--- src/design/cc20_pkg.sv ---
// Shared types, constants and helper functions for the ChaCha20 byte stream cipher.
`timescale 1ns / 1ps
package cc20_pkg;

  localparam int unsigned DoubleRoundsDefault = 10;
  localparam int unsigned QueueDepth = 2;
  localparam int unsigned CfgIdxW = 3;
  localparam int unsigned CfgDataW = 64;

  localparam logic [CfgIdxW-1:0] CFG_KEY_01   = 3'd0;
  localparam logic [CfgIdxW-1:0] CFG_KEY_23   = 3'd1;
  localparam logic [CfgIdxW-1:0] CFG_KEY_45   = 3'd2;
  localparam logic [CfgIdxW-1:0] CFG_KEY_67   = 3'd3;
  localparam logic [CfgIdxW-1:0] CFG_NONCE_01 = 3'd4;
  localparam logic [CfgIdxW-1:0] CFG_NONCE_2  = 3'd5;
  localparam logic [CfgIdxW-1:0] CFG_START    = 3'd6;

  localparam logic [31:0] SIGMA_0 = 32'h6578_7061;
  localparam logic [31:0] SIGMA_1 = 32'h6E64_2033;
  localparam logic [31:0] SIGMA_2 = 32'h322D_6279;
  localparam logic [31:0] SIGMA_3 = 32'h7465_206B;

  typedef logic [15:0][31:0] block_t;

  typedef struct packed {
    logic [7:0] data;
    logic       last;
  } item_t;

  typedef struct packed {
    logic start;
    logic done;
  } core_ctl_t;

  typedef enum logic [1:0] {
    CORE_IDLE,
    CORE_RUN,
    CORE_ADD
  } core_state_e;

  // State word index of one row of a quarter round lane, for column or diagonal rounds.
  function automatic logic [3:0] lane_idx(input logic [1:0] lane, input logic diag,
                                          input logic [1:0] row);
    logic [1:0] col;
    col = diag ? (lane + row) : lane;
    return {row, col};
  endfunction

  function automatic logic [31:0] rotl(input logic [31:0] x, input int unsigned n);
    return (x << n) | (x >> (32 - n));
  endfunction

endpackage

--- src/design/cc20_front.sv ---
// Input queue that accepts transactions and holds them for the keystream back end.
`timescale 1ns / 1ps
module cc20_front (
  input  logic             clk_i,
  input  logic             rst_ni,
  input  logic             in_valid_i,
  output logic             in_stall_o,
  input  cc20_pkg::item_t  item_i,
  output logic             head_valid_o,
  output cc20_pkg::item_t  head_o,
  input  logic             pop_i
);
  import cc20_pkg::*;

  localparam int unsigned PtrW = $clog2(QueueDepth);
  localparam int unsigned CntW = $clog2(QueueDepth + 1);

  item_t            mem_q [QueueDepth];
  logic [PtrW-1:0]  wr_q, wr_d, rd_q, rd_d;
  logic [CntW-1:0]  cnt_q, cnt_d;
  logic             push, pop;

  assign in_stall_o   = (cnt_q == CntW'(QueueDepth));
  assign push         = in_valid_i && !in_stall_o;
  assign head_valid_o = (cnt_q != '0);
  assign pop          = pop_i && head_valid_o;
  assign head_o       = mem_q[rd_q];

  always_comb begin
    wr_d  = push ? ((wr_q == PtrW'(QueueDepth - 1)) ? '0 : wr_q + 1'b1) : wr_q;
    rd_d  = pop  ? ((rd_q == PtrW'(QueueDepth - 1)) ? '0 : rd_q + 1'b1) : rd_q;
    cnt_d = cnt_q + CntW'(push) - CntW'(pop);
  end

  always_ff @(posedge clk_i or negedge rst_ni) begin
    if (!rst_ni) begin
      wr_q  <= '0;
      rd_q  <= '0;
      cnt_q <= '0;
    end else begin
      wr_q  <= wr_d;
      rd_q  <= rd_d;
      cnt_q <= cnt_d;
    end
  end

  always_ff @(posedge clk_i) begin
    if (push) begin
      mem_q[wr_q] <= item_i;
    end
  end

endmodule

--- config.mk ---
export PLATFORM = sky130hd
export DESIGN_NAME = cc20_front
export DESIGN_NICKNAME = d
export VERILOG_FILES = /design/src/design/cc20_pkg.sv /design/src/design/cc20_front.sv
export SDC_FILE = /design/constraint.sdc
export NUM_CORES = 1
export LEC_CHECK = 0
export CAP_MARGIN = 15
export CORE_UTILIZATION = 40
export DETAILED_ROUTE_END_ITERATION = 8
export DONT_BUFFER_PORTS = 1
export GPL_ROUTABILITY_DRIVEN = 0
export GPL_TIMING_DRIVEN = 1
export MAX_ROUTING_LAYER = met4
export PLACE_DENSITY = 0.52
export SLEW_MARGIN = 40
export SYNTH_ARGS = -nofsm -noshare
export SYNTH_HDL_FRONTEND = slang
export SYNTH_SLANG_ARGS = --single-unit
--- constraint.sdc ---
create_clock -name clk_i -period 3.45 [get_ports clk_i]
set_input_delay 0.345 -clock clk_i [delete_from_list [all_inputs] [get_ports clk_i]]
set_output_delay 0.345 -clock clk_i [all_outputs]
set_load 0.02 [all_outputs]
---- Yosys cells after proc, flatten, opt, wreduce, memory -nomap -nowiden ----
Memories as Yosys holds them, arrays and structs flattened.
Index checks and enable logic that the tools add are counted.
word-level totals
  register bits ........................... 4
  bits in writable memories ............... 18
  input port bits ......................... 13
  output and inout bits ................... 11
  logic and storage cells ................. 17
  memories ................................ 1
operators by class
  $add $sub $neg .......................... 4
  eq/ne operators ......................... 1
  multiplexer cells ....................... 4
  reduce and logical (&&, ||, !) cells .... 4
memories
  memory  depth  bits a word  read ports  clocked after Yosys merged registers in  wr ports  RTL line          source
  mem_q   2      9            1           0                                        1         cc20_front.sv:18  item_t mem_q [QueueDepth];
operators by type and width
  operator                                     number
  2-to-1 mux 1 bit                             4
  adder 1 bit (second input constant)          2
  adder 2 x 1 -> 2 bit                         1
  equality test 2 bit (second input constant)  1
  logical AND 1 bit                            2
  nonzero test 2 bit                           1
  subtractor 2 x 1 -> 2 bit                    1
  zero test 1 bit                              1

---- Longest topological paths before layout ----
  word-level depth ........................ 5
  mapped depth ............................ 7
  depth with buffers taken out ............ 7

---- Least setup slack after synthesis ----
OpenSTA, ideal clock, no wires.
  path kind ............................... register to register
  start ................................... register cnt_q[1]
  end ..................................... register cnt_q[1]
  library setup time ...................... 0.123 ns
  data arrival time ....................... 1.539 ns
  data required time ...................... 3.327 ns
  slack ................................... 1.789 ns
  stages on the path, launching flop included .. 8
  cells stage by stage .................... dfrtp_1 or2_4 and2_4 ha_1 inv_1 ha_1 xnor2_1 xnor2_1
between the ends
  elaborated cells between the ends (all ways) .. 7
RTL lines
  what                       RTL line          source
  from (decl)                cc20_front.sv:20  logic [CntW-1:0] cnt_q, cnt_d;
  from (signal assigned)     cc20_front.sv:43  cnt_q <= cnt_d;
  nonzero test 2 bit         cc20_front.sv:25  assign head_valid_o = (cnt_q != '0);
  net head_valid_o           cc20_front.sv:9   output logic head_valid_o,
  logical AND 1 bit          cc20_front.sv:26  assign pop = pop_i && head_valid_o;
  net pop                    cc20_front.sv:21  logic push, pop;
  subtractor 2 x 1 -> 2 bit  cc20_front.sv:32  cnt_d = cnt_q + CntW'(push) - CntW'(pop);
  net cnt_d[1]               cc20_front.sv:20
The timed path passes the listed nets, and every way through them passes these cells.
A chain may end at the register's enable or synchronous reset.

---- Final worst setup path ----
Ends and elaborated chain as after synthesis.

==> impl_metrics.csv <==
group,metric,value,unit
outcome,outcome,"completed",
synth,mappedNetlistArea,852,µm²
synth,synth_top_cell_area_share,63.4,%
clock_tree,cts_sinks,22,
clock_tree,cts_hold_buf,1,
finish,post_route_cells_drive_above_1_share,30.0,%
sta,worst_clock_skew,0.00348,ns
finish,layout.cells.most_common,"sky130_fd_sc_hd__edfxtp_1",
critical_path,critical_path.reg2reg.startpoint,"cnt_q[1]",
place,dpl_cell_area,881,µm²
finish,antenna-diode-count,0,
critical_path,critPathLaunch,"cnt_q[1]",
sta,final_hold_violation_count,0,
global_route,grt.met3_usage,3.70,%
place,numPortBuffers,0,
detailed_routing,detailroute.via_count,376,
sta,worstMarginPinSlew,0.793,ns
critical_path,timing.critical_path.to_type,"flop",
detailed_routing,drt-total-wl,1260,µm
finish,fillerInstances,185,
floorplan,die-area,2320,µm²
finish,nNetsFinal,66,
sta,min_period_over_period,51.9,%
pwr,power_density,892,nW/µm²
critical_path,cp_data_arrival_time,2.01,ns
global_route,global_route.usage.total,12.1,%
detailed_routing,detail_routed_net_length_per_standard_cell,16.3,µm
critical_path,r2r_setup_slack,1.66,ns
pwr,vdd_ir_drop_max,0.457,mV
critical_path,worstSetupStartpointType,"flop",
critical_path,timing.critical_path.fanout_max,3,
synth,mappedNetlistNets,61,
finish,commonest_cells_after_routing_fill_and_taps_aside,"sky130_fd_sc_hd__edfxtp_1 (18), sky130_fd_sc_hd__mux2_2 (9), sky130_fd_sc_hd__dfrtp_1 (4)",
synth,ys_seq_elements,22,
sta,fin_worst_hold_slack,0.137,ns
detailed_routing,detail_route.drc_violations,0,
sta,maxSlewViolCount,0,
synth,synth.yosys.warnings,0,
critical_path,worst_setup_path_end,"cnt_q[1]",
pwr,power.static_leakage,0.335,nW
sta,slew-limit-headroom,46.9,%
clock_tree,cts_root_buf,"sky130_fd_sc_hd__clkbuf_4",
clock_tree,path_clk_slew,0.11,ns
hold_path,hold_path_depth,0,
sta,maxClockFrequency,0.558,GHz
global_route,groute.layer.met1.usage,10.8,%
synth,synth_top_area_cell,"sky130_fd_sc_hd__edfxtp_1",
clock_tree,tritoncts_clock_tree,"done",
synth,post_synth_inst_count,46,
place,hpwlAfterDp,942,µm
floorplan,initial_utilization,43.0,%
critical_path,r2r.worst_path.cells,7,
floorplan,rows,16,
finish,design_area,927,µm²
pwr,power,0.827,mW
finish,sequential_cell_area,641,µm²
sta,fin_setup_tns,0,ns
synth,yosys.cell_types.count,14,
critical_path,cp_data_required_time,3.67,ns
run,max_cap_viol,0,
critical_path,timing_worst_setup_path_type,"reg2reg",
floorplan,chipHeight,48.2,µm
synth,seq_area_frac_synth,75.2,%
global_route,grt_max_degree,13,
clock_tree,post_cts_buffers,0,
global_route,grt_antenna_before_repair,0,
clock_tree,cts_made_buffers,3,
clock_tree,clk_latency,0.29,ns
floorplan,core_area,1980,µm²
sta,finalWorstPathRequiredPeriod,1.79,ns
detailed_routing,antenna_violating_nets_post_route,0,
finish,syn_to_final_growth,8.81,%
clock_tree,cts_repair_resize_count,0,
finish,multi_input_gate_area_in_the_final_layout,199,µm²
clock_tree,htree_levels,1,
global_route,via_count_of_the_first_global_routing_pass,394,
detailed_routing,detail_route.first_pass.iterations,3,
detailed_routing,drt_first_iter_violations,5,
floorplan,floorplan.io_pins,24,
sta,timing.final.setup_violations,0,
global_route,congestion_overflow_gr,0,
synth,synth.top_cells.by_area,"sky130_fd_sc_hd__edfxtp_1 (63%), sky130_fd_sc_hd__mux2_2 (12%), sky130_fd_sc_hd__dfrtp_1 (12%)",
global_route,grt.busiest_layer,"met2",
clock_tree,cts_buffer_depth,2,
detailed_routing,routed_via_density,4.88,
hold_path,hold_path.class,"in2reg",
floorplan,dieWidth,48.2,µm
critical_path,reg2reg_capture_point,"cnt_q[1]",
synth,mean_area_per_synthesized_cell,18.5,µm²
global_route,global_routing_met2_resource_utilization,22.9,%
sta,rsz0062_at_grt,"false",
global_route,grt_pass1_wl,1660,µm
[worst min path at each step]
stage          slack (ns)          end       from
4_1_cts              0.12  mem_q[0][6]  item_i[6]
3_5_place_dp         0.05         wr_q     rst_ni
2_1_floorplan        0.05     cnt_q[0]     rst_ni
5_1_grt              0.11  mem_q[0][1]  item_i[1]
3_3_place_gp         0.05         wr_q     rst_ni
6_report             0.14  mem_q[0][6]  item_i[6]
[Yosys cell counts]
library cell	n
sky130_fd_sc_hd__and3_1	1
sky130_fd_sc_hd__xor2_1	1
sky130_fd_sc_hd__inv_1	2
sky130_fd_sc_hd__buf_2	1
sky130_fd_sc_hd__nand2_1	1
sky130_fd_sc_hd__edfxtp_1	18
sky130_fd_sc_hd__dfrtp_1	4
sky130_fd_sc_hd__xnor2_1	3
sky130_fd_sc_hd__mux2_2	9
sky130_fd_sc_hd__nand2b_1	1
sky130_fd_sc_hd__and2_4	1
sky130_fd_sc_hd__ha_1	2
sky130_fd_sc_hd__nor2_1	1
sky130_fd_sc_hd__or2_4	1
[critical path, cell delays in order, from the launching register on]
cell	delay, ns
sky130_fd_sc_hd__dfrtp_1	0.43
sky130_fd_sc_hd__or2_4	0.30
sky130_fd_sc_hd__and2_4	0.17
sky130_fd_sc_hd__ha_1	0.26
sky130_fd_sc_hd__inv_1	0.04
sky130_fd_sc_hd__ha_1	0.18
sky130_fd_sc_hd__xnor2_1	0.18
sky130_fd_sc_hd__xnor2_1	0.15
[layer usage]
| layer | up-vias | wire length (µm) |
|---|---|---|
| met4 | 0 | 0 |
| li1 | 174 | - |
| met1 | 187 | 442 |
| met5 | - | 0 |
| met3 | 0 | 99 |
| met2 | 15 | 713 |
[cell type report]
class	instances	area share, %
multi-input combinational	21	21.5
inverter	2	0.810
timing repair buffer	1	1.08
clock buffer	4	3.91
sequential	22	69.1
tap	27	3.64
[per-stage QoR]
step	std cells	utilization, %	worst slack, ns
final	77	46.8	1.66
after global routing	77	46.8	1.58
after CTS	77	46.8	1.65
after detailed placement	72	44.4	1.68
after global placement	72	44.4	1.76
after floorplan	46	-	1.79
[power by group]
group	switching, mW	total [mW]	internal (mW)
logic	0.165	0.273	0.108
clock network	0.0693	0.134	0.0643
registers	0.0493	0.420	0.371
[sequential cells by signal (all words and copies together) (netlist names)]
register and cells:
mem_q 18, cnt_q 2, wr_q 1, rd_q 1
[kinds of logic (layout without fill, tap and decap cells)]
group         after synthesis  after routing  synth area share, %
mux                         9              9                 11.9
buf+inv                     3              7                 1.47
flops                      22             22                 75.2
simple gates                6              6                 4.41
xor+xnor                    4              4                 4.11
fa+ha+maj                   2              2                 2.94
Note: power is estimated with default switching activity, not from simulation.
